[src/rtl/core/ist_pkg.sv]
// Shared types, character constants and helpers of the INI stream tokenizer.
`timescale 1ns / 1ps

package ist_pkg;

  // Fixed field widths of the words on both channels.
  localparam int CmdW      = 2;
  localparam int CharW     = 8;
  localparam int EventW    = 3;
  localparam int KindW     = 3;
  localparam int LineW     = 32;
  localparam int InTdataW  = 8;
  localparam int OutFieldsW = CharW + KindW + LineW + LineW;
  localparam int OutTdataW = ((OutFieldsW + 7) / 8) * 8;

  // At most this many result words leave for one input word.
  localparam int MaxResults = 18;
  // Width of a release length, which never exceeds MaxResults.
  localparam int RelW = $clog2(MaxResults + 1);

  // Characters the parser looks at.
  localparam logic [CharW-1:0] ChNul   = 8'h00;
  localparam logic [CharW-1:0] ChTab   = 8'h09;
  localparam logic [CharW-1:0] ChLf    = 8'h0A;
  localparam logic [CharW-1:0] ChCr    = 8'h0D;
  localparam logic [CharW-1:0] ChSpace = 8'h20;
  localparam logic [CharW-1:0] ChHash  = 8'h23;
  localparam logic [CharW-1:0] ChEq    = 8'h3D;
  localparam logic [CharW-1:0] ChLbr   = 8'h5B;
  localparam logic [CharW-1:0] ChRbr   = 8'h5D;

  typedef enum logic [CmdW-1:0] {
    CMD_DATA    = 2'd0,
    CMD_EOS     = 2'd1,
    CMD_RESTART = 2'd2
  } cmd_e;

  typedef enum logic [EventW-1:0] {
    EV_SCHAR  = 3'd0,
    EV_SBEGIN = 3'd1,
    EV_SEND   = 3'd2,
    EV_KCHAR  = 3'd3,
    EV_VCHAR  = 3'd4,
    EV_KDONE  = 3'd5,
    EV_ERR    = 3'd6
  } event_e;

  typedef enum logic [KindW-1:0] {
    ERR_NONE      = 3'd0,
    ERR_NO_KEY    = 3'd1,
    ERR_SECT_NAME = 3'd2,
    ERR_BRACKET   = 3'd3,
    ERR_LINE_END  = 3'd4,
    ERR_EQUALS    = 3'd5,
    ERR_SPACE     = 3'd6
  } err_kind_e;

  // Parser states; the error states sit at ErrStateBase plus the error kind.
  typedef enum logic [3:0] {
    ST_LINE           = 4'd0,
    ST_LSQ            = 4'd1,
    ST_GNAME          = 4'd2,
    ST_GDONE          = 4'd3,
    ST_EOL            = 4'd4,
    ST_COMMENT        = 4'd5,
    ST_KEY            = 4'd6,
    ST_EQ             = 4'd7,
    ST_VAL            = 4'd8,
    ST_ERR_NO_KEY     = 4'd9,
    ST_ERR_SECT_NAME  = 4'd10,
    ST_ERR_BRACKET    = 4'd11,
    ST_ERR_LINE_END   = 4'd12,
    ST_ERR_EQUALS     = 4'd13,
    ST_ERR_SPACE      = 4'd14
  } parse_state_e;

  localparam logic [3:0] ErrStateBase = 4'd8;

  typedef enum logic [1:0] {
    BL_SPACE = 2'd0,
    BL_TAB   = 2'd1,
    BL_CR    = 2'd2
  } blank_code_e;

  typedef enum logic [1:0] {
    B_IDLE = 2'd0,
    B_REL  = 2'd1,
    B_EMIT = 2'd2
  } back_state_e;

  // One classified input word, as handed from the front to the back.
  typedef struct packed {
    logic              hold_we;    // store one blank code
    blank_code_e       hold_code;
    logic [RelW-1:0]   rel_n;      // held blanks to release first
    event_e            rel_ev;
    logic              main_vld;   // one char, error or section begin word
    event_e            main_ev;
    logic [CharW-1:0]  main_char;
    err_kind_e         main_kind;
    logic              sbegin;     // unnamed section begins
    logic              kdone;
    logic              send;
    logic [LineW-1:0]  line;
    logic [LineW-1:0]  col;
  } op_t;

  // One result word.
  typedef struct packed {
    event_e            ev;
    logic [CharW-1:0]  ch;
    err_kind_e         kind;
    logic [LineW-1:0]  line;
    logic [LineW-1:0]  col;
    logic              last;
  } res_t;

  function automatic blank_code_e blank_code(logic [CharW-1:0] c);
    blank_code_e code;
    code = BL_SPACE;
    if (c == ChTab) begin
      code = BL_TAB;
    end else if (c == ChCr) begin
      code = BL_CR;
    end
    return code;
  endfunction

  function automatic logic [CharW-1:0] blank_char(logic [1:0] code);
    logic [CharW-1:0] c;
    case (code)
      BL_TAB:  c = ChTab;
      BL_CR:   c = ChCr;
      default: c = ChSpace;
    endcase
    return c;
  endfunction

  function automatic parse_state_e err_state(err_kind_e k);
    return parse_state_e'(ErrStateBase + 4'(k));
  endfunction

  function automatic err_kind_e state_kind(parse_state_e s);
    return err_kind_e'(3'(s - ErrStateBase));
  endfunction

endpackage

[src/rtl/core/ini_stream_tokenizer.sv]
// Top level of the INI stream tokenizer: front parser, word queue and result back end.
//
//  Channel   Direction  Ports                 Word contents
//  s_axis    in         tvalid/tready/tdata   tuser: command; tdata: data byte
//  m_axis    out        tvalid/tready/tdata   tuser: event; tdata: char, kind, line, column;
//                                             tlast: final result of its input word
//
// The front takes one input word per cycle while the queue has room. The back end emits
// a word's fixed results one after another; a word that releases held blanks first reads
// the hold RAM, then emits the blanks and then its final char. Blank-hold words make no
// result. Reset clears all control state at once; there is no clearing pass. A stalled
// m_axis fills the queue, after which s_axis_tready drops.
`timescale 1ns / 1ps

module ini_stream_tokenizer #(
  parameter int SPACE_HOLD_DEPTH = 16,
  parameter int QUEUE_DEPTH      = 4
) (
  input  logic                            clk_i,
  input  logic                            rst_ni,
  input  logic                            s_axis_tvalid,
  output logic                            s_axis_tready,
  // tdata: [7:0] data_byte
  input  logic [ist_pkg::InTdataW-1:0]    s_axis_tdata,
  // tuser: [1:0] command
  input  logic [ist_pkg::CmdW-1:0]        s_axis_tuser,
  output logic                            m_axis_tvalid,
  input  logic                            m_axis_tready,
  // tdata: [7:0] char_out, [10:8] error_kind, [42:11] line_number,
  //        [74:43] column_number, [79:75] zero
  output logic [ist_pkg::OutTdataW-1:0]   m_axis_tdata,
  // tuser: [2:0] event_res
  output logic [ist_pkg::EventW-1:0]      m_axis_tuser,
  // tlast: last_of_run
  output logic                            m_axis_tlast
);

  localparam int IdxW = (SPACE_HOLD_DEPTH > 1) ? $clog2(SPACE_HOLD_DEPTH) : 1;
  localparam int QW   = $bits(ist_pkg::op_t) + IdxW;

  logic                 q_full, q_push, q_pop, q_valid;
  ist_pkg::op_t         push_op;
  logic [IdxW-1:0]      push_idx;
  logic [QW-1:0]        q_head;
  ist_pkg::res_t        res;

  ist_front #(
    .SPACE_HOLD_DEPTH (SPACE_HOLD_DEPTH)
  ) u_front (
    .clk_i      (clk_i),
    .rst_ni     (rst_ni),
    .in_valid_i (s_axis_tvalid),
    .in_ready_o (s_axis_tready),
    .in_cmd_i   (s_axis_tuser),
    .in_byte_i  (s_axis_tdata[ist_pkg::CharW-1:0]),
    .q_full_i   (q_full),
    .push_o     (q_push),
    .push_op_o  (push_op),
    .push_idx_o (push_idx)
  );

  ist_queue #(
    .WIDTH (QW),
    .DEPTH (QUEUE_DEPTH)
  ) u_queue (
    .clk_i       (clk_i),
    .rst_ni      (rst_ni),
    .push_i      (q_push),
    .push_data_i ({push_idx, push_op}),
    .full_o      (q_full),
    .pop_i       (q_pop),
    .valid_o     (q_valid),
    .head_o      (q_head)
  );

  ist_back #(
    .SPACE_HOLD_DEPTH (SPACE_HOLD_DEPTH)
  ) u_back (
    .clk_i       (clk_i),
    .rst_ni      (rst_ni),
    .q_valid_i   (q_valid),
    .q_head_i    (q_head),
    .q_pop_o     (q_pop),
    .out_valid_o (m_axis_tvalid),
    .out_ready_i (m_axis_tready),
    .out_res_o   (res)
  );

  // Pack the result word.
  assign m_axis_tdata = {{(ist_pkg::OutTdataW - ist_pkg::OutFieldsW){1'b0}},
                         res.col, res.line, res.kind, res.ch};
  assign m_axis_tuser = res.ev;
  assign m_axis_tlast = res.last;

endmodule

[src/rtl/core/ist_ram.sv]
// Generic single-write, single-read RAM with registered read data.
`timescale 1ns / 1ps

module ist_ram #(
  parameter int WIDTH = 2,
  parameter int DEPTH = 16
) (
  input  logic                                        clk_i,
  input  logic                                        we_i,
  input  logic [((DEPTH > 1) ? $clog2(DEPTH) : 1)-1:0] waddr_i,
  input  logic [WIDTH-1:0]                            wdata_i,
  input  logic [((DEPTH > 1) ? $clog2(DEPTH) : 1)-1:0] raddr_i,
  output logic [WIDTH-1:0]                            rdata_o
);

  logic [WIDTH-1:0] mem_q [DEPTH];
  logic [WIDTH-1:0] rdata_q;

  // Write port and registered read port.
  always_ff @(posedge clk_i) begin
    if (we_i) begin
      mem_q[waddr_i] <= wdata_i;
    end
    rdata_q <= mem_q[raddr_i];
  end

  assign rdata_o = rdata_q;

endmodule

[src/rtl/core/ist_queue.sv]
// Small register FIFO that decouples the front from the back.
`timescale 1ns / 1ps

module ist_queue #(
  parameter int WIDTH = 8,
  parameter int DEPTH = 4
) (
  input  logic             clk_i,
  input  logic             rst_ni,
  input  logic             push_i,
  input  logic [WIDTH-1:0] push_data_i,
  output logic             full_o,
  input  logic             pop_i,
  output logic             valid_o,
  output logic [WIDTH-1:0] head_o
);

  localparam int PtrW = (DEPTH > 1) ? $clog2(DEPTH) : 1;
  localparam int CntW = $clog2(DEPTH + 1);

  logic [WIDTH-1:0] mem_q [DEPTH];
  logic [PtrW-1:0]  wptr_q, wptr_d, rptr_q, rptr_d;
  logic [CntW-1:0]  count_q, count_d;
  logic             do_push, do_pop;

  assign full_o  = (count_q == CntW'(DEPTH));
  assign valid_o = (count_q != '0);
  assign head_o  = mem_q[rptr_q];
  assign do_push = push_i && !full_o;
  assign do_pop  = pop_i && valid_o;

  // Pointer and fill count update.
  always_comb begin
    wptr_d  = wptr_q;
    rptr_d  = rptr_q;
    count_d = count_q;
    if (do_push) begin
      wptr_d = (wptr_q == PtrW'(DEPTH - 1)) ? '0 : PtrW'(wptr_q + 1'b1);
    end
    if (do_pop) begin
      rptr_d = (rptr_q == PtrW'(DEPTH - 1)) ? '0 : PtrW'(rptr_q + 1'b1);
    end
    if (do_push && !do_pop) begin
      count_d = CntW'(count_q + 1'b1);
    end else if (do_pop && !do_push) begin
      count_d = CntW'(count_q - 1'b1);
    end
  end

  always_ff @(posedge clk_i or negedge rst_ni) begin
    if (!rst_ni) begin
      wptr_q  <= '0;
      rptr_q  <= '0;
      count_q <= '0;
    end else begin
      wptr_q  <= wptr_d;
      rptr_q  <= rptr_d;
      count_q <= count_d;
    end
  end

  // Entry storage.
  always_ff @(posedge clk_i) begin
    if (do_push) begin
      mem_q[wptr_q] <= push_data_i;
    end
  end

endmodule

[src/rtl/core/ist_front.sv]
// Front of the tokenizer: takes input words, runs the line parser and classifies each word.
`timescale 1ns / 1ps

module ist_front #(
  parameter int SPACE_HOLD_DEPTH = 16
) (
  input  logic                       clk_i,
  input  logic                       rst_ni,
  input  logic                       in_valid_i,
  output logic                       in_ready_o,
  input  logic [ist_pkg::CmdW-1:0]   in_cmd_i,
  input  logic [ist_pkg::CharW-1:0]  in_byte_i,
  input  logic                       q_full_i,
  output logic                       push_o,
  output ist_pkg::op_t               push_op_o,
  output logic [((SPACE_HOLD_DEPTH > 1) ? $clog2(SPACE_HOLD_DEPTH) : 1)-1:0] push_idx_o
);

  localparam int IdxW = (SPACE_HOLD_DEPTH > 1) ? $clog2(SPACE_HOLD_DEPTH) : 1;
  localparam int CntW = $clog2(SPACE_HOLD_DEPTH + 1);

  ist_pkg::parse_state_e         st_q, st_d, f_st;
  logic                          pend_q, pend_d, f_pend;
  logic [CntW-1:0]               cnt_q, cnt_d, f_cnt;
  logic [ist_pkg::LineW-1:0]     line_q, line_d, col_q, col_d;
  logic [ist_pkg::CharW-1:0]     c;
  logic                          eol, blank, accept, fail, err_raise, has_work;
  ist_pkg::err_kind_e            err_kind;
  logic [7:0]                    cnt_ext;
  logic [ist_pkg::RelW-1:0]      rel_cap;
  logic                          main_fits;
  ist_pkg::op_t                  op;

  assign in_ready_o = !q_full_i;
  assign accept     = in_valid_i && !q_full_i;

  // Character class and release length, capped at the result limit.
  always_comb begin
    c = (in_cmd_i == ist_pkg::CMD_EOS) ? ist_pkg::ChNul : in_byte_i;
    eol = (c == ist_pkg::ChLf) || (c == ist_pkg::ChNul);
    blank = (c == ist_pkg::ChSpace) || (c == ist_pkg::ChTab) || (c == ist_pkg::ChCr);
    cnt_ext = 8'(cnt_q);
    rel_cap = (cnt_ext > 8'(ist_pkg::MaxResults)) ? ist_pkg::RelW'(ist_pkg::MaxResults)
                                                  : ist_pkg::RelW'(cnt_ext);
    main_fits = (cnt_ext < 8'(ist_pkg::MaxResults));
  end

  // Parser step for one character.
  always_comb begin
    op = '0;
    op.line = line_q;
    op.col = col_q;
    op.rel_ev = ist_pkg::EV_KCHAR;
    op.main_ev = ist_pkg::EV_KCHAR;
    op.main_char = c;
    op.main_kind = ist_pkg::ERR_NONE;
    op.hold_code = ist_pkg::blank_code(c);
    f_st = st_q;
    f_pend = pend_q;
    f_cnt = cnt_q;
    err_raise = 1'b0;
    err_kind = ist_pkg::ERR_NONE;
    fail = 1'b0;
    case (st_q)
      ist_pkg::ST_LINE: begin
        if (eol || blank) begin
          f_st = st_q;
        end else if (c == ist_pkg::ChHash) begin
          f_st = ist_pkg::ST_COMMENT;
        end else if (c == ist_pkg::ChLbr) begin
          op.send = !pend_q;
          f_st = ist_pkg::ST_LSQ;
        end else if (c == ist_pkg::ChEq) begin
          err_raise = 1'b1;
          err_kind = ist_pkg::ERR_NO_KEY;
        end else begin
          f_cnt = '0;
          op.main_vld = 1'b1;
          f_st = ist_pkg::ST_KEY;
        end
      end
      ist_pkg::ST_LSQ: begin
        if (eol || c == ist_pkg::ChRbr) begin
          err_raise = 1'b1;
          err_kind = ist_pkg::ERR_SECT_NAME;
        end else if (!blank) begin
          op.main_vld = 1'b1;
          op.main_ev = ist_pkg::EV_SCHAR;
          f_st = ist_pkg::ST_GNAME;
        end
      end
      ist_pkg::ST_GNAME: begin
        if (eol) begin
          err_raise = 1'b1;
          err_kind = ist_pkg::ERR_BRACKET;
        end else if (blank) begin
          f_st = ist_pkg::ST_GDONE;
        end else if (c == ist_pkg::ChRbr) begin
          op.main_vld = 1'b1;
          op.main_ev = ist_pkg::EV_SBEGIN;
          op.main_char = ist_pkg::ChNul;
          f_pend = 1'b0;
          f_st = ist_pkg::ST_EOL;
        end else begin
          op.main_vld = 1'b1;
          op.main_ev = ist_pkg::EV_SCHAR;
        end
      end
      ist_pkg::ST_GDONE: begin
        if (c == ist_pkg::ChRbr) begin
          op.main_vld = 1'b1;
          op.main_ev = ist_pkg::EV_SBEGIN;
          op.main_char = ist_pkg::ChNul;
          f_pend = 1'b0;
          f_st = ist_pkg::ST_EOL;
        end else if (!blank) begin
          err_raise = 1'b1;
          err_kind = ist_pkg::ERR_BRACKET;
        end
      end
      ist_pkg::ST_EOL: begin
        if (eol) begin
          f_st = ist_pkg::ST_LINE;
        end else if (!blank) begin
          err_raise = 1'b1;
          err_kind = ist_pkg::ERR_LINE_END;
        end
      end
      ist_pkg::ST_COMMENT: begin
        if (eol) begin
          f_st = ist_pkg::ST_LINE;
        end
      end
      ist_pkg::ST_KEY, ist_pkg::ST_VAL: begin
        if (st_q == ist_pkg::ST_KEY && c == ist_pkg::ChEq) begin
          f_cnt = '0;
          f_st = ist_pkg::ST_EQ;
        end else if (eol) begin
          if (st_q == ist_pkg::ST_KEY) begin
            err_raise = 1'b1;
            err_kind = ist_pkg::ERR_EQUALS;
          end else begin
            f_cnt = '0;
            op.sbegin = pend_q;
            op.kdone = 1'b1;
            f_pend = 1'b0;
            f_st = ist_pkg::ST_LINE;
          end
        end else if (blank) begin
          if (cnt_q >= CntW'(SPACE_HOLD_DEPTH)) begin
            err_raise = 1'b1;
            err_kind = ist_pkg::ERR_SPACE;
          end else begin
            op.hold_we = 1'b1;
            f_cnt = CntW'(cnt_q + 1'b1);
          end
        end else begin
          // Held blanks go out in front of this character.
          op.rel_n = rel_cap;
          op.rel_ev = (st_q == ist_pkg::ST_KEY) ? ist_pkg::EV_KCHAR : ist_pkg::EV_VCHAR;
          op.main_vld = main_fits;
          op.main_ev = op.rel_ev;
          f_cnt = '0;
        end
      end
      ist_pkg::ST_EQ: begin
        if (eol) begin
          f_cnt = '0;
          op.sbegin = pend_q;
          op.kdone = 1'b1;
          f_pend = 1'b0;
          f_st = ist_pkg::ST_LINE;
        end else if (!blank) begin
          f_cnt = '0;
          op.main_vld = 1'b1;
          op.main_ev = ist_pkg::EV_VCHAR;
          f_st = ist_pkg::ST_VAL;
        end
      end
      ist_pkg::ST_ERR_NO_KEY, ist_pkg::ST_ERR_SECT_NAME, ist_pkg::ST_ERR_BRACKET,
      ist_pkg::ST_ERR_LINE_END, ist_pkg::ST_ERR_EQUALS, ist_pkg::ST_ERR_SPACE: begin
        // Sticky error: repeat the same error word.
        op.main_vld = 1'b1;
        op.main_ev = ist_pkg::EV_ERR;
        op.main_char = ist_pkg::ChNul;
        op.main_kind = ist_pkg::state_kind(st_q);
        fail = 1'b1;
      end
      default: begin
        f_st = ist_pkg::ST_LINE;
      end
    endcase
    if (err_raise) begin
      f_st = ist_pkg::err_state(err_kind);
      op.hold_we = 1'b0;
      op.main_vld = 1'b1;
      op.main_ev = ist_pkg::EV_ERR;
      op.main_char = ist_pkg::ChNul;
      op.main_kind = err_kind;
      fail = 1'b1;
    end
    if (!op.main_vld || op.main_ev == ist_pkg::EV_SBEGIN || op.main_ev == ist_pkg::EV_ERR) begin
      op.main_char = ist_pkg::ChNul;
    end
  end

  // Command handling, position counters and the word handed to the queue.
  always_comb begin
    st_d = st_q;
    pend_d = pend_q;
    cnt_d = cnt_q;
    line_d = line_q;
    col_d = col_q;
    push_op_o = op;
    push_o = 1'b0;
    has_work = op.hold_we || (op.rel_n != '0) || op.main_vld || op.sbegin || op.kdone
               || op.send;
    if (accept) begin
      case (in_cmd_i)
        ist_pkg::CMD_DATA: begin
          st_d = f_st;
          pend_d = f_pend;
          cnt_d = f_cnt;
          push_o = has_work;
          if (!fail) begin
            if (c == ist_pkg::ChLf) begin
              if (line_q != '1) begin
                line_d = ist_pkg::LineW'(line_q + 1'b1);
              end
              col_d = ist_pkg::LineW'(1);
            end else if (col_q != '1) begin
              col_d = ist_pkg::LineW'(col_q + 1'b1);
            end
          end
        end
        ist_pkg::CMD_EOS: begin
          if (fail) begin
            st_d = f_st;
            pend_d = f_pend;
            cnt_d = f_cnt;
            push_o = 1'b1;
          end else begin
            push_op_o.send = !f_pend;
            push_o = has_work || !f_pend;
            st_d = ist_pkg::ST_LINE;
            pend_d = 1'b1;
            cnt_d = '0;
            line_d = ist_pkg::LineW'(1);
            col_d = ist_pkg::LineW'(1);
          end
        end
        ist_pkg::CMD_RESTART: begin
          st_d = ist_pkg::ST_LINE;
          pend_d = 1'b1;
          cnt_d = '0;
          line_d = ist_pkg::LineW'(1);
          col_d = ist_pkg::LineW'(1);
        end
        default: begin
          st_d = st_q;
        end
      endcase
    end
  end

  assign push_idx_o = cnt_q[IdxW-1:0];

  always_ff @(posedge clk_i or negedge rst_ni) begin
    if (!rst_ni) begin
      st_q <= ist_pkg::ST_LINE;
      pend_q <= 1'b1;
      cnt_q <= '0;
      line_q <= ist_pkg::LineW'(1);
      col_q <= ist_pkg::LineW'(1);
    end else begin
      st_q <= st_d;
      pend_q <= pend_d;
      cnt_q <= cnt_d;
      line_q <= line_d;
      col_q <= col_d;
    end
  end

endmodule

[src/rtl/core/ist_back.sv]
// Back of the tokenizer: keeps the held blanks and expands each classified word into results.
`timescale 1ns / 1ps

module ist_back #(
  parameter int SPACE_HOLD_DEPTH = 16
) (
  input  logic                 clk_i,
  input  logic                 rst_ni,
  input  logic                 q_valid_i,
  input  logic [$bits(ist_pkg::op_t)
                + ((SPACE_HOLD_DEPTH > 1) ? $clog2(SPACE_HOLD_DEPTH) : 1) - 1:0] q_head_i,
  output logic                 q_pop_o,
  output logic                 out_valid_o,
  input  logic                 out_ready_i,
  output ist_pkg::res_t        out_res_o
);

  localparam int IdxW = (SPACE_HOLD_DEPTH > 1) ? $clog2(SPACE_HOLD_DEPTH) : 1;
  localparam int OpW  = $bits(ist_pkg::op_t);
  localparam int QW   = OpW + IdxW;

  ist_pkg::back_state_e       st_q, st_d;
  ist_pkg::op_t               cur_q, cur_d, head_op, pick, rem;
  logic [IdxW-1:0]            head_idx;
  logic [ist_pkg::RelW-1:0]   idx_q, idx_d, idx_inc;
  logic                       out_vld_q, out_vld_d, can_adv, emit, rem_any, rel_final;
  ist_pkg::res_t              res_q, res_d, sel;
  logic [1:0]                 ram_rdata;
  logic                       ram_we;

  assign head_op  = ist_pkg::op_t'(q_head_i[OpW-1:0]);
  assign head_idx = q_head_i[QW-1 -: IdxW];
  assign can_adv  = !out_vld_q || out_ready_i;
  assign idx_inc  = ist_pkg::RelW'(idx_q + 1'b1);
  assign rel_final = (idx_inc == cur_q.rel_n);

  // Held blank codes, written in order by hold words.
  ist_ram #(
    .WIDTH (2),
    .DEPTH (SPACE_HOLD_DEPTH)
  ) u_hold_ram (
    .clk_i   (clk_i),
    .we_i    (ram_we),
    .waddr_i (head_idx),
    .wdata_i (head_op.hold_code),
    .raddr_i (IdxW'(idx_d)),
    .rdata_o (ram_rdata)
  );

  // Next pending fixed word of the current classified word.
  always_comb begin
    pick = (st_q == ist_pkg::B_IDLE) ? head_op : cur_q;
    rem = pick;
    sel = '0;
    sel.line = pick.line;
    sel.col = pick.col;
    sel.kind = ist_pkg::ERR_NONE;
    sel.ev = ist_pkg::EV_SEND;
    if (pick.main_vld) begin
      sel.ev = pick.main_ev;
      sel.ch = pick.main_char;
      sel.kind = pick.main_kind;
      rem.main_vld = 1'b0;
    end else if (pick.sbegin) begin
      sel.ev = ist_pkg::EV_SBEGIN;
      rem.sbegin = 1'b0;
    end else if (pick.kdone) begin
      sel.ev = ist_pkg::EV_KDONE;
      rem.kdone = 1'b0;
    end else begin
      rem.send = 1'b0;
    end
    rem_any = rem.main_vld || rem.sbegin || rem.kdone || rem.send;
    sel.last = !rem_any;
  end

  // Sequencer over hold, release and fixed result words.
  always_comb begin
    st_d = st_q;
    cur_d = cur_q;
    idx_d = idx_q;
    q_pop_o = 1'b0;
    ram_we = 1'b0;
    emit = 1'b0;
    res_d = sel;
    case (st_q)
      ist_pkg::B_IDLE: begin
        idx_d = '0;
        if (q_valid_i) begin
          if (head_op.hold_we) begin
            ram_we = 1'b1;
            q_pop_o = 1'b1;
          end else if (head_op.rel_n != '0) begin
            q_pop_o = 1'b1;
            cur_d = head_op;
            st_d = ist_pkg::B_REL;
          end else if (can_adv) begin
            q_pop_o = 1'b1;
            emit = 1'b1;
            cur_d = rem;
            if (rem_any) begin
              st_d = ist_pkg::B_EMIT;
            end
          end
        end
      end
      ist_pkg::B_REL: begin
        res_d.ev = cur_q.rel_ev;
        res_d.ch = ist_pkg::blank_char(ram_rdata);
        res_d.kind = ist_pkg::ERR_NONE;
        res_d.line = cur_q.line;
        res_d.col = cur_q.col;
        res_d.last = rel_final && !cur_q.main_vld;
        if (can_adv) begin
          emit = 1'b1;
          if (rel_final) begin
            idx_d = '0;
            st_d = cur_q.main_vld ? ist_pkg::B_EMIT : ist_pkg::B_IDLE;
          end else begin
            idx_d = idx_inc;
          end
        end
      end
      ist_pkg::B_EMIT: begin
        if (can_adv) begin
          emit = 1'b1;
          cur_d = rem;
          if (!rem_any) begin
            st_d = ist_pkg::B_IDLE;
          end
        end
      end
      default: begin
        st_d = ist_pkg::B_IDLE;
      end
    endcase
    if (emit) begin
      out_vld_d = 1'b1;
    end else if (out_ready_i) begin
      out_vld_d = 1'b0;
    end else begin
      out_vld_d = out_vld_q;
    end
  end

  always_ff @(posedge clk_i or negedge rst_ni) begin
    if (!rst_ni) begin
      st_q <= ist_pkg::B_IDLE;
      idx_q <= '0;
      out_vld_q <= 1'b0;
    end else begin
      st_q <= st_d;
      idx_q <= idx_d;
      out_vld_q <= out_vld_d;
    end
  end

  // Payload registers.
  always_ff @(posedge clk_i) begin
    cur_q <= cur_d;
    if (emit) begin
      res_q <= res_d;
    end
  end

  assign out_valid_o = out_vld_q;
  assign out_res_o   = res_q;

endmodule

[config.mk]
export PLATFORM = sky130hd
export DESIGN_NAME = ini_stream_tokenizer
export DESIGN_NICKNAME = d
export VERILOG_FILES = /design/src/rtl/core/ist_pkg.sv /design/src/rtl/core/ini_stream_tokenizer.sv /design/src/rtl/core/ist_ram.sv /design/src/rtl/core/ist_queue.sv /design/src/rtl/core/ist_front.sv /design/src/rtl/core/ist_back.sv
export SDC_FILE = /design/constraint.sdc
export NUM_CORES = 1
export LEC_CHECK = 0
export BUFFER_PORTS_ARGS = -buffer_cell sky130_fd_sc_hd__buf_2
export CAP_MARGIN = 25
export CORE_MARGIN = 5
export CORE_UTILIZATION = 44
export CTS_CLUSTER_DIAMETER = 40
export DETAILED_ROUTE_END_ITERATION = 12
export PLACE_DENSITY = 0.58
export SYNTH_ARGS = -nofsm -noshare
export SYNTH_HDL_FRONTEND = slang
export SYNTH_SLANG_ARGS = --single-unit
[constraint.sdc]
create_clock -name clk_i -period 12.7 [get_ports clk_i]
set_clock_uncertainty 0.2 [all_clocks]
set_input_delay 1.27 -clock clk_i [delete_from_list [all_inputs] [get_ports clk_i]]
set_output_delay 1.27 -clock clk_i [all_outputs]
set_load 0.005 [all_outputs]
Word level (Yosys, flattened, before mapping)
Memory sizes are Yosys's and may differ from the RTL's. A register that Yosys moved wholly into a read port is not among the register bits.
Cells that the tools add are included.
{ "totals": {"mem_count": 2, "word_cells": 336, "ff_bits": 261, "ram_bits": 420, "out_inout_bits": 86} }
{ "memory_table": {"columns": ["name", "depth", "word_bits", "read_ports", "rd_clocked_by_memory_dff", "write_ports", "line", "text"], "rows": [
  ["u_queue.mem_q", 4, 97, 1, 0, 1, "ist_queue.sv:21", "logic [WIDTH-1:0] mem_q [DEPTH];"],
  ["u_back.u_hold_ram.mem_q", 16, 2, 1, 1, 1, "ist_ram.sv:16", "logic [WIDTH-1:0] mem_q [DEPTH];"]
]} }
{ "op_classes": {"n_mux": 185, "magnitude_cmp": 3, "n_reduce_logical": 55, "bitwise_logic": 1, "eq_ne": 49, "add_sub_neg": 10} }
{ "op_table": {"columns": ["op", "count"], "rows": [
  ["$mux W93", 5],
  ["$mux W32", 7],
  ["$pmux W32 S3", 2],
  ["$pmux W93 S2", 1],
  ["$mux W4", 21],
  ["$mux W79", 1],
  ["$mux W5", 15],
  ["$mux W12", 6],
  ["$add A32 B1 Y32 const B", 2],
  ["$ne A32 B32 Y1 const B", 2],
  ["$mux W1", 63],
  ["$mux W3", 18],
  ["$mux W2", 23],
  ["$pmux W3 S6", 2],
  ["$mux W8", 4],
  ["$pmux W4 S8", 1],
  ["$pmux W5 S3", 2],
  ["$eq A4 B4 Y1 const B", 7],
  ["$eq A8 B4 Y1 const B", 3],
  ["$eq A8 B6 Y1 const B", 3],
  ["$pmux W8 S3", 1],
  ["$eq A4 B3 Y1 const B", 4],
  ["$eq A8 B7 Y1 const B", 2],
  ["$logic_or A1 B1 Y1", 16],
  ["other kinds (47)", 92]
]} }

Longest topological paths before layout
Gate-level depths: netlist of the first run.
{ "depth": {"ltp_word": 24, "ltp_mapped": 16, "depth_no_buf": 15} }

Hierarchy
A second synthesis of the first run with hierarchy kept.
{ "unflattened": {"hier_cells": 1973, "area_unflattened_um2": 29482.0} }
{ "modules_own_cells": {"columns": ["module", "area_each_um2", "cells_per_inst", "instances"], "rows": [
  ["ist_queue", 14417.6, 544, 1],
  ["ist_back", 8096.5, 666, 1],
  ["ist_front", 5546.6, 679, 1],
  ["ist_ram", 1380.1, 78, 1],
  ["ini_stream_tokenizer", 41.3, 6, 1]
]} }

Worst setup path before layout of the first run
No wires, ideal clock.
{ "synth_timing": {"path_kind": "register to register", "from": "register u_queue.rptr_q[0]", "to": "register u_back.res_q (netlist bit u_back.out_res_o[0]) (enable)", "path_stages_with_launch": 7, "period_less_slack_ns": 8.157, "slack_ns": 4.543, "t_required_ns": 11.887, "setup_ns": 0.613, "arrival_time_ns": 7.344, "path_cell_list": "dfrtp_1 -> buf_2 -> mux4_2 -> or4_1 -> nor2_1 -> a21oi_1 -> nor3_1"} }
{ "synth_between": {"elab_chain_cells": 6} }
{ "synth_lines": {"columns": ["item", "line", "text"], "rows": [
  ["from (decl)", "ist_queue.sv:22", "logic [PtrW-1:0] wptr_q, wptr_d, rptr_q, rptr_d;"],
  ["from (signal assigned)", "ist_queue.sv:57", "rptr_q <= rptr_d;"],
  ["$mem_v2 Z4 W97 (*)", null, null],
  ["$reduce_bool A5 Y1", "ist_back.sv:93", "end else if (head_op.rel_n != '0) begin"],
  ["$mux W1", "ist_back.sv:93", null],
  ["$mux W1 (*)", "ist_back.sv:90", "if (head_op.hold_we) begin"],
  ["$mux W1 (*)", "ist_back.sv:89", "if (q_valid_i) begin"],
  ["$pmux W1 S2 (*)", "ist_back.sv:86", "case (st_q)"],
  ["net u_back.emit", "ist_back.sv:26", "logic out_vld_q, out_vld_d, can_adv, emit, rem_any, rel_final;"],
  ["to (signal assigned)", "ist_back.sv:162", "res_q <= res_d;"],
  ["to (decl)", "ist_back.sv:27", "ist_pkg::res_t res_q, res_d, sel;"]
]} }
Mark *: on every way through the listed nets, which the timed path passes. The rest lies on a longest branch.
A chain may end at the register's enable or synchronous reset.

Final worst setup path of the first run
{ "layout_timing": {"from": "input s_axis_tuser[1] (netlist bit)", "to": "memory u_queue.mem_q[1][44] (netlist bit) (enable)"} }
{ "layout_between": {"elab_chain_cells": 22, "word_cells_on_any_way": 83, "cone_classes": "eq/ne (9); mux (57); reduce/logical (17)"} }
{ "layout_lines": {"columns": ["item", "line", "text"], "rows": [
  ["from (decl)", "ini_stream_tokenizer.sv:26", "input logic [ist_pkg::CmdW-1:0] s_axis_tuser,"],
  ["$eq A2 B1 Y1", "ist_front.sv:39, ist_front.sv:219", null],
  ["$mux W8", "ist_front.sv:39", "c = (in_cmd_i == ist_pkg::CMD_EOS) ? ist_pkg::ChNul : in_byte_i;"],
  ["$eq A8 B6 Y1 or $eq A8 B4 Y1 (tied branches)", "ist_front.sv:41", "blank = (c == ist_pkg::ChSpace) || (c == ist_pkg::ChTab) || (c == ist_pkg::ChCr);"],
  ["$logic_or A1 B1 Y1 (2 in series)", "ist_front.sv:41", null],
  ["$mux W1 or $mux W12 (tied branches)", "ist_front.sv:149", "end else if (blank) begin"],
  ["$mux W1 or $mux W12 (tied branches)", "ist_front.sv:138", "end else if (eol) begin"],
  ["$mux W1 or $mux W12 (tied branches)", "ist_front.sv:135", "if (st_q == ist_pkg::ST_KEY && c == ist_pkg::ChEq) begin"],
  ["$pmux W1 S6 (tied with other cells)", "ist_front.sv:64", "case (st_q)"],
  ["[6 not listed]", null, null],
  ["$logic_or A1 B1 Y1", "ist_front.sv:244", "push_o = has_work || !f_pend;"],
  ["$mux W1", "ist_front.sv:237", "if (fail) begin"],
  ["$pmux W1 S2 (*)", "ist_front.sv:219", "case (in_cmd_i)"],
  ["$mux W1 (*)", "ist_front.sv:218", "if (accept) begin"],
  ["$logic_and A1 B1 Y1 (*)", "ist_queue.sv:29", "assign do_push = push_i && !full_o;"],
  ["net u_queue.do_push", "ist_queue.sv:24", "logic do_push, do_pop;"],
  ["$mux W1 (*)", "ist_queue.sv:64", "if (do_push) begin"],
  ["$mux W1 (implied by the code) (*)", "ist_queue.sv:65", "mem_q[wptr_q] <= push_data_i;"],
  ["to (decl)", "ist_queue.sv:21", null]
]} }
Marks and branches as above.

==> results.py, run 1 <==
metrics = {
    "run_status": {
        "status": "finished, final reports clean",
    },
    "global_routing": {
        "grt_pass1_vias": 17631,
        "overflow": 0,
        "grt_pass1_wl_mm": 103,
        "grt_max_degree": 69,
        "antenna_found_initial": 2,
        "grt_use_total": 0.183,
    },
    "timing": {
        "worst_pin_slew_ns": 1.07,
        "slew_headroom": 0.289,
        "rsz0062_at_grt": "false",
        "min_period_ns": 5.73,
        "fmax_ghz": 0.175,
        "period_share": 0.451,
        "hold_violations": 0,
        "hold_slack_ns": 0.296,
        "setup_violations": 0,
        "setup_tns_ns": 0,
        "maxSlewViolCount": 0,
    },
    "critical_path": {
        "slowest_delay_ns": 0.84,
        "cp.arrival_ns": 5.77,
        "worst_setup_path_start_kind": "input pin",
        "slowest_stage": "and2_4",
        "cp_max_fo": 51,
        "crit_buf_inv": 3,
        "cp_cell_sequence": "buf_2, inv_1, ha_1, and4bb_2, o21a_1, or3_1, o221ai_2, nor3_2, and3_4, a41oi_2, and2_4, buf_4",
        "crit_type": "input pin to flip-flop",
        "crit_required_ns": 12.74,
        "cpLargestDelayFamily": "simple AND/OR/NAND/NOR gates",
        "crit_path_end_kind": "flip-flop",
    },
    "floorplanning": {
        "io_pins": 100,
        "die_h_um": 267,
        "start_util": 0.442,
        "num_rows": 94,
        "die_w_um": 267,
        "coreArea_sq_um": 65600,
        "fp.dieArea_sq_um": 71200,
    },
    "synthesis": {
        "yosys.area_share.simple": 0.110,
        "ys_types": 85,
        "synth_top_family_by_area": "multiplexers",
        "synth_compound_area_frac": 0.0565,
        "synth_fa_ha_area_frac": 0.00931,
        "synth-main-ff-cell": "edfxtp_1",
        "synth.avg_cell_area_sq_um": 14.5,
        "muxShareOfSynthArea": 0.118,
        "ys_seq_elements": 676,
        "synth_xor_area_frac": 0.00422,
        "synthArstFlopShare": 0.132,
        "netlist_area_sq_um": 29000,
        "yosysSeqAreaShare": 0.683,
        "netlist_instances": 2001,
        "ys_warn_count": 0,
        "synth-edff-count": 585,
    },
    "finish": {
        "diodes": 0,
        "layout-drive-gt1-share": 0.229,
        "num-nets-final": 2164,
        "multi_input_area_sq_um": 8730,
        "n_fill_cell": 5403,
        "final_common_cell": "edfxtp_1",
        "seq_area_sq_um": 19800,
        "syn_to_final_growth_pct": 17.6,
        "final_cell_mix": "585 x edfxtp_1, 356 x nand2_1, 105 x nor2_1, 104 x clkbuf_16, 97 x o21ai_0",
    },
    "route": {
        "ant_nets": 0,
        "wirelength_mm": 65.2,
        "drtIter0Drc": 1182,
        "via_count": 17114,
        "drc_errors": 0,
        "vias_per_cell": 5.56,
        "first_pass_iters": 5,
        "routedWlPerCell_um": 21.2,
    },
    "clock_network": {
        "cts_buffer_depth": 3,
        "cts_root_buf": "clkbuf_16",
        "cts_tree": "done",
        "clk_latency_ns": 0.65,
        "clock-sinks": 676,
        "clkTransAtPathRegs_ns": 0.05,
        "cts_max_level": 3,
        "cts_setup_buffers": 0,
        "cts_buffers": 100,
        "cts_resized": 0,
        "ctsHoldBuffers": 0,
    },
    "placed_design": {
        "hpwl_mm": 40.3,
        "gp_congestion": 0.838,
        "port_buffers": 94,
    },
    "power": {
        "p_leak_nw": 12.4,
        "pwr_density_cell_nw_per_um2": 260,
        "peakVddDrop_v": 0.000198,
    },
    "job": {
        "maxCapViolations": 0,
    },
    "hold_path": {
        "hp-class": "input pin to asynchronous set/reset pin",
    },
}
power breakdown:
part | leakage, nW | switching, mW | internal (mW) | total, mW
clock network | 1.77 | 1.05 | 1.87 | 2.92
logic | 4.06 | 1.43 | 0.990 | 2.42
registers | 6.57 | 0.319 | 3.23 | 3.55
total | 12.4 | 2.81 | 6.09 | 8.89
state kept, by name (all words and copies together), names as in the netlist, 5 cells and up:
| signal | flops |
|---|---|
| u_back.cur_q | 90 |
| u_back.idx_q | 5 |
| u_back.out_res_o | 79 |
| u_back.u_hold_ram.mem_q | 32 |
| u_front.cnt_q | 5 |
| u_front.col_q | 32 |
| u_front.line_q | 32 |
| u_queue.mem_q | 384 |
layer usage:
metal | track usage | share of wire | vias to the layer above
met1 | 0.247 | 0.43 | 8713
met4 | 0.0590 | 0.026 | 2
met3 | 0.0301 | 0.042 | 111
li1 | - | - | 7910
met2 | 0.306 | 0.50 | 378
met5 | 0 | 0.00020 | -
cells by family (layout without fill, tap and decap cells):
kind of cell    count (synthesis)  after routing
compound gates                260            260
xor+xnor                       14             14
fa+ha+maj                      21             21
buf+inv                       127            338
flops                         676            676
mux                           214            214
other cells                     1              5
simple gates                  688            688
synthesized netlist by cell type (9+ instances only):
master	instances	area, sq um
a21oi_1	46	230
a22o_1	11	96.3
a31oi_1	14	87.6
and2_1	20	125
and3_1	23	144
buf_2	25	125
clkbuf_1	58	218
dfrtp_1	86	2150
edfxtp_1	585	17600
ha_1	20	250
inv_1	29	109
mux2_2	71	800
mux2i_1	47	470
mux4_2	96	2160
nand2_1	357	1340
nand2b_1	11	68.8
nand3_1	48	240
nand4_1	18	113
nor2_1	105	394
nor2b_1	16	100
nor3_1	15	75.1
nor4_1	19	119
o21ai_0	97	485
o22ai_1	10	62.6
o31ai_1	22	165
or2_2	9	56.3
or3_1	9	56.3
xnor2_1	10	87.6
cell type report:
| type | count | share of cell area |
|---|---|---|
| repair buffers | 120 | 0.0213 |
| multi-input cells | 1202 | 0.256 |
| well taps | 864 | 0.0317 |
| flip-flops and latches | 676 | 0.581 |
| inverters | 29 | 0.00319 |
| clock inverters | 75 | 0.0286 |
| clock buffers | 114 | 0.0782 |
stage by stage:
step	instances	util	setup WS (ns)	power, mW	cell area, sq um
5_1_grt	3080	0.520	6.66	9.38	34100
3_5_place_dp	2889	0.464	6.31	6.05	30400
3_3_place_gp	2888	0.463	6.41	5.99	30400
2_1_floorplan	2005	-	4.54	5.23	29000
6_report	3080	0.520	6.97	8.89	34100
4_1_cts	3078	0.519	6.94	9.01	34100
final timing paths:
path | from | to | slack, ns | cells past startpoint
worst min-delay path | rst_ni | u_front.line_q[19]$_DFFE_PN0P_ | 0.30 | 1
worst max-delay path | s_axis_tuser[1] | u_queue.mem_q[1][44]$_DFFE_PP_ | 6.97 | 12
worst max register to register | u_queue.rptr_q[0]$_DFFE_PN0P_ | u_back.cur_q[3]$_DFFE_PP_ | 7.16 | 9
max in group asynchronous | rst_ni | u_front.line_q[0]$_DFFE_PN1P_ | 10.90 | 3
worst min register to register | u_queue.count_q[2]$_DFFE_PN0P_ | u_queue.count_q[2]$_DFFE_PN0P_ | 0.30 | 1
min in group clk_i | u_queue.count_q[2]$_DFFE_PN0P_ | u_queue.count_q[2]$_DFFE_PN0P_ | 0.30 | 1
No activity file was read; power rests on OpenSTA's default activity.
==> run 2, diff against run 1 <==
Clock period 12.7 ns to 5.85 ns, I/O delays scaled along.
==> run 2 against run 1 <==
- critical endpoint is now u_queue.mem_q[0][26]$_DFFE_PP_
- wire length down 0.23%
- global-route usage down 0.084 points
- largest power group unchanged
- hold slack lost 0.091 ns
- clock power rose by 110%
- design area about the same
- critical path depth decreased by 4
==> results.py, run 2 (synthesis results as in run 1) <==
metrics = {
    "clock_network": {
        "cts_resized": 0,
        "cts_root_buf": "clkbuf_16",
        "cts_setup_buffers": 0,
        "clock-sinks": 676,
        "clkTransAtPathRegs_ns": 0.05,
        "cts_tree": "done",
        "cts_buffer_depth": 3,
        "cts_max_level": 3,
        "clk_latency_ns": 0.65,
        "cts_buffers": 102,
    },
    "critical_path": {
        "cp-startpoint": "u_front.st_q[1]$_DFFE_PN0P_",
        "cp_cell_sequence": "nor3_1, nor2_1, nor2_1, nand3b_1, o21ai_0, a41oi_2, and2_4, buf_4",
        "worst_setup_path_start_kind": "flip-flop",
        "worst_path_most_repeated_cell": "nor2_1",
        "slowest_delay_ns": 0.79,
        "slowest_stage": "nor3_1",
        "cp_max_fo": 35,
        "r2r-end": "u_queue.mem_q[0][26]$_DFFE_PP_",
        "crit_path_end_kind": "flip-flop",
        "r2r_start": "u_front.st_q[1]$_DFFE_PN0P_",
        "crit_type": "flip-flop to flip-flop",
        "ff2ff_path_depth": 8,
        "crit_buf_inv": 1,
        "path_depth": 8,
        "rrSetupSlack_ns": 1.51,
        "cp.arrival_ns": 4.48,
        "crit_end": "u_queue.mem_q[0][26]$_DFFE_PP_",
        "crit_required_ns": 5.99,
        "cpLargestDelayFamily": "simple AND/OR/NAND/NOR gates",
    },
    "finish": {
        "n_fill_cell": 5475,
        "final_common_cell": "edfxtp_1",
        "num-nets-final": 2180,
        "syn_to_final_growth_pct": 17.6,
        "largest_register_ffs": 384,
        "diodes": 0,
        "final_cell_mix": "585 x edfxtp_1, 356 x nand2_1, 105 x nor2_1, 104 x clkbuf_16, 97 x o21ai_0",
        "top_register": "u_queue.mem_q",
        "stdcell_count": 3097,
        "layout-drive-gt1-share": 0.235,
        "seq_area_sq_um": 19800,
        "multi_input_area_sq_um": 8730,
    },
    "run_status": {
        "status": "finished, final reports clean",
    },
    "route": {
        "first_pass_iters": 6,
        "vias_per_cell": 5.56,
        "routedWlPerCell_um": 21.0,
        "drtIter0Drc": 1358,
        "drc_errors": 0,
        "ant_nets": 0,
        "wirelength_mm": 65.1,
        "via_count": 17229,
    },
    "power": {
        "pwr_density_cell_nw_per_um2": 558,
        "p_leak_nw": 12.4,
        "peakVddDrop_v": 0.000362,
    },
    "placed_design": {
        "dp_slack_ns": 0.962,
        "port_buffers": 94,
        "gp_congestion": 0.879,
        "placed_cells": 2904,
        "hpwl_mm": 41.5,
    },
    "global_routing": {
        "met2_usage": 0.286,
        "grt_use_total": 0.182,
        "grt.busiest_layer": "met2",
        "grt.met3_usage": 0.0289,
        "grt_max_degree": 63,
        "groute.layer.met1.usage": 0.266,
        "grt_pass1_vias": 17542,
        "grt_pass1_wl_mm": 102,
        "antenna_found_initial": 0,
        "overflow": 0,
    },
    "floorplanning": {
        "die_h_um": 267,
        "coreArea_sq_um": 65600,
        "fp.dieArea_sq_um": 71200,
        "num_rows": 94,
        "io_pins": 100,
        "die_w_um": 267,
        "start_util": 0.442,
    },
    "timing": {
        "hold_violations": 0,
        "worst_slack_ns": 1.51,
        "min_period_ns": 4.34,
        "maxSlewViolCount": 0,
        "fmax_ghz": 0.231,
        "worst_pin_slew_ns": 1.02,
        "period_share": 0.741,
        "setup_tns_ns": 0,
        "slew_headroom": 0.317,
        "setup_violations": 0,
        "rsz0062_at_grt": "false",
    },
    "hold_path": {
        "hp-class": "input pin to flip-flop",
    },
    "job": {
        "maxCapViolations": 0,
    },
}
## run 2: cell types whose count changed in the layout (fill, tap and decap cells not counted), sizes merged, moves of 3 or more
cell      before  now
buf          120  133
clkinvlp       8   11
clkinv        28   33
inv           52   57
bufinv        16    7
## run 2: what timing repair did
| action | 4_1_cts | 5_1_grt |
|---|---|---|
| endpoints found under the setup margin | 0 | 0 |
| hold endpoints to repair | 52 | 0 |
| hold buffers | 1 | 0 |
## run 2: metrics by stage
stage	hold WS, ns	power (mW)	utilization	cell area (sq um)
floorplan	0.0894	11.3	-	29100
global placement	0.281	13.0	0.466	30600
detailed placement	0.289	13.2	0.467	30600
CTS	0.152	19.3	0.520	34100
global route	0.214	20.1	0.520	34100
finish	0.205	19.0	0.520	34100
## run 2: worst min-delay path by stage
stage / from / to / slack, ns / cells after the start
2_1_floorplan: rst_ni / u_back.idx_q[0]$_DFF_PN0_ / 0.09 / 0
4_1_cts: s_axis_tdata[5] / u_queue.mem_q[1][75]$_DFFE_PP_ / 0.15 / 2
3_5_place_dp: u_queue.count_q[2]$_DFFE_PN0P_ / u_queue.count_q[2]$_DFFE_PN0P_ / 0.29 / 1
3_3_place_gp: u_queue.count_q[2]$_DFFE_PN0P_ / u_queue.count_q[2]$_DFFE_PN0P_ / 0.28 / 1
6_report: s_axis_tdata[5] / u_queue.mem_q[1][75]$_DFFE_PP_ / 0.21 / 2
5_1_grt: s_axis_tdata[5] / u_queue.mem_q[1][75]$_DFFE_PP_ / 0.21 / 2
## run 2: layout make-up
class / instances / area share
clock buffers: 113 / 0.0781
well taps: 864 / 0.0317
clock inverters: 79 / 0.0243
inverters: 29 / 0.00319
repair buffers: 134 / 0.0254
flip-flops and latches: 676 / 0.581
multi-input cells: 1202 / 0.256
## run 2: per-layer routing
layer,vias up,share of wire
li1,7965,-
met1,8758,0.47
met2,413,0.47
met3,93,0.044
met4,0,0.019
met5,-,0
## run 2: power breakdown
| group | internal [mW] | switching (mW) | total (mW) |
|---|---|---|---|
| Clock | 3.70 | 2.36 | 6.06 |
| Combinational | 2.21 | 3.12 | 5.33 |
| Sequential | 7.00 | 0.647 | 7.65 |
==> run 3, diff against run 2 <==
Settings changed: PLACE_DENSITY 0.58 to 0.6.
Clock period 5.85 ns to 3.8 ns, I/O delays scaled along.
==> run 3 against run 2 <==
- count of clock-buffer cells in the layout up 3
- core utilization up 0.35 points
- via count down 0.34%
- largest cell class unchanged
- power up 51%
- design area up 0.68%
- largest power group unchanged
- global-route usage down 0.16 points
- critical endpoint is now u_queue.count_q[2]$_DFFE_PN0P_
- critical path depth up 6
- clock power up 40%
==> results.py, run 3 (synthesis results as in run 1) <==
metrics = {
    "finish": {
        "stdcell_count": 3135,
        "syn_to_final_growth_pct": 18.4,
        "diodes": 0,
        "top_register": "u_queue.mem_q",
        "num-nets-final": 2225,
        "final_util": 0.524,
        "n_fill_cell": 5474,
        "final_common_cell": "edfxtp_1",
        "design_area_sq_um": 34400,
        "largest_register_ffs": 384,
        "final_cell_mix": "585 x edfxtp_1, 356 x nand2_1, 104 x nor2_1, 97 x o21ai_0",
        "layout-drive-gt1-share": 0.243,
    },
    "clock_network": {
        "clk_latency_ns": 0.64,
        "clock-sinks": 676,
        "cts_buffer_depth": 3,
        "cts_tree": "done",
        "cts_buffers": 94,
        "cts_root_buf": "clkbuf_16",
        "cts_max_level": 3,
        "clkTransAtPathRegs_ns": 0.06,
        "cts_setup_buffers": 0,
    },
    "timing": {
        "maxSlewViolCount": 0,
        "fmax_ghz": 0.287,
        "rsz0062_at_grt": "false",
        "slew_headroom": 0.386,
        "hold_violations": 0,
        "setup_violations": 0,
        "min_period_ns": 3.49,
        "period_share": 0.917,
        "worst_pin_slew_ns": 0.909,
    },
    "floorplanning": {
        "die_w_um": 267,
        "num_rows": 94,
        "fp.dieArea_sq_um": 71200,
        "io_pins": 100,
        "coreArea_sq_um": 65600,
        "start_util": 0.442,
        "die_h_um": 267,
    },
    "route": {
        "vias_per_cell": 5.48,
        "first_pass_iters": 5,
        "via_count": 17170,
        "ant_nets": 0,
        "wirelength_mm": 64.0,
        "routedWlPerCell_um": 20.4,
        "drtIter0Drc": 1144,
        "drc_errors": 0,
    },
    "job": {
        "maxCapViolations": 0,
    },
    "power": {
        "pwr_density_cell_nw_per_um2": 837,
        "peakVddDrop_v": 0.000560,
        "p_leak_nw": 12.5,
    },
    "placed_design": {
        "placed_area_sq_um": 31200,
        "gp_congestion": 0.893,
        "hpwl_mm": 41.5,
        "placed_cells": 2953,
        "port_buffers": 94,
    },
    "global_routing": {
        "antenna_found_initial": 0,
        "grt_use_total": 0.180,
        "grt_pass1_vias": 17748,
        "overflow": 0,
        "grt_max_degree": 86,
        "grt_pass1_wl_mm": 102,
    },
    "critical_path": {
        "crit_required_ns": 4.15,
        "worst_path_most_repeated_cell": "xor2_1",
        "crit_type": "input pin to flip-flop",
        "rrSetupSlack_ns": 0.38,
        "cp_cell_sequence": "dlygate4sd3_1, buf_2, nor4_2, a31oi_1, o22ai_1, nor3_2, and3_4, a41oi_4, ha_1, inv_1, fa_1, xor2_1, nor2_1, xor2_1",
        "slowest_delay_ns": 0.53,
        "slowest_stage": "dlygate4sd3_1",
        "crit_path_end_kind": "flip-flop",
        "cp.arrival_ns": 3.83,
        "worst_setup_path_start_kind": "input pin",
        "cp_max_fo": 4,
    },
    "hold_path": {
        "hp-class": "input pin to flip-flop",
    },
    "run_status": {
        "status": "finished, final reports clean",
    },
}
==> run 3: through the flow <==
step / hold slack (ns) / total power, mW / setup TNS [ns] / setup slack (ns)
3_5_place_dp: 0.296 / 20.6 / 0 / 0.0115
3_3_place_gp: 0.291 / 20.4 / 0 / 0.152
4_1_cts: 0.0114 / 29.2 / 0 / 0.188
2_1_floorplan: -0.116 / 17.4 / -46.65 / -0.590
5_1_grt: 0.0599 / 30.4 / 0 / 0.0395
6_report: 0.0667 / 28.8 / 0 / 0.314
==> run 3: layer usage <==
metal  global-route usage  routed length, um  up-vias
met4               0.0551               1450        0
met2                0.298              31300      366
met1                0.251              28500     8681
met5                    0                  0        -
met3               0.0271               2730       95
li1                     -                  -     8028
==> run 3: final timing paths <==
check / start / endpoint / depth (start not counted)
worst min register to register: u_front.pend_q$_DFFE_PN1P_ / u_front.pend_q$_DFFE_PN1P_ / 2
worst max register to register: u_front.cnt_q[3]$_DFFE_PN0P_ / u_queue.count_q[2]$_DFFE_PN0P_ / 13
worst max-delay path: s_axis_tdata[6] / u_queue.count_q[2]$_DFFE_PN0P_ / 14
max in group asynchronous: rst_ni / u_front.col_q[25]$_DFFE_PN0P_ / 5
min in group asynchronous: rst_ni / u_front.line_q[31]$_DFFE_PN0P_ / 3
worst min-delay path: s_axis_tdata[1] / u_queue.mem_q[0][90]$_DFFE_PP_ / 2
==> run 3: where the power goes <==
part | total, mW | switching, mW | internal, mW
Clock | 8.50 | 3.38 | 5.12
Combinational | 8.67 | 5.04 | 3.64
Sequential | 11.6 | 0.834 | 10.8
==> run 3: cell type report <==
| class | count | area (sq um) | share of cell area |
|---|---|---|---|
| sequential | 676 | 19800 | 0.578 |
| multi-input combinational | 1202 | 8760 | 0.255 |
| clock buffer | 116 | 2530 | 0.0736 |
| timing repair buffer | 187 | 1430 | 0.0416 |
| tap | 864 | 1080 | 0.0315 |
| clock inverter | 61 | 609 | 0.0177 |
| inverter | 29 | 109 | 0.00317 |
==> run 3: critical path: cells and delay by family <==
family / cells / cell delay, ns
compound gates: 3 / 0.97
xor+xnor: 2 / 0.29
fa+ha+maj: 2 / 0.60
buf+inv: 3 / 0.74
simple gates: 4 / 0.84
==> run 3: what timing repair did <==
item	in CTS	in global routing
endpoints found under the hold margin	76	7
endpoints found under the setup margin	0	2
gates resized for setup	0	1
hold buffers	3	1
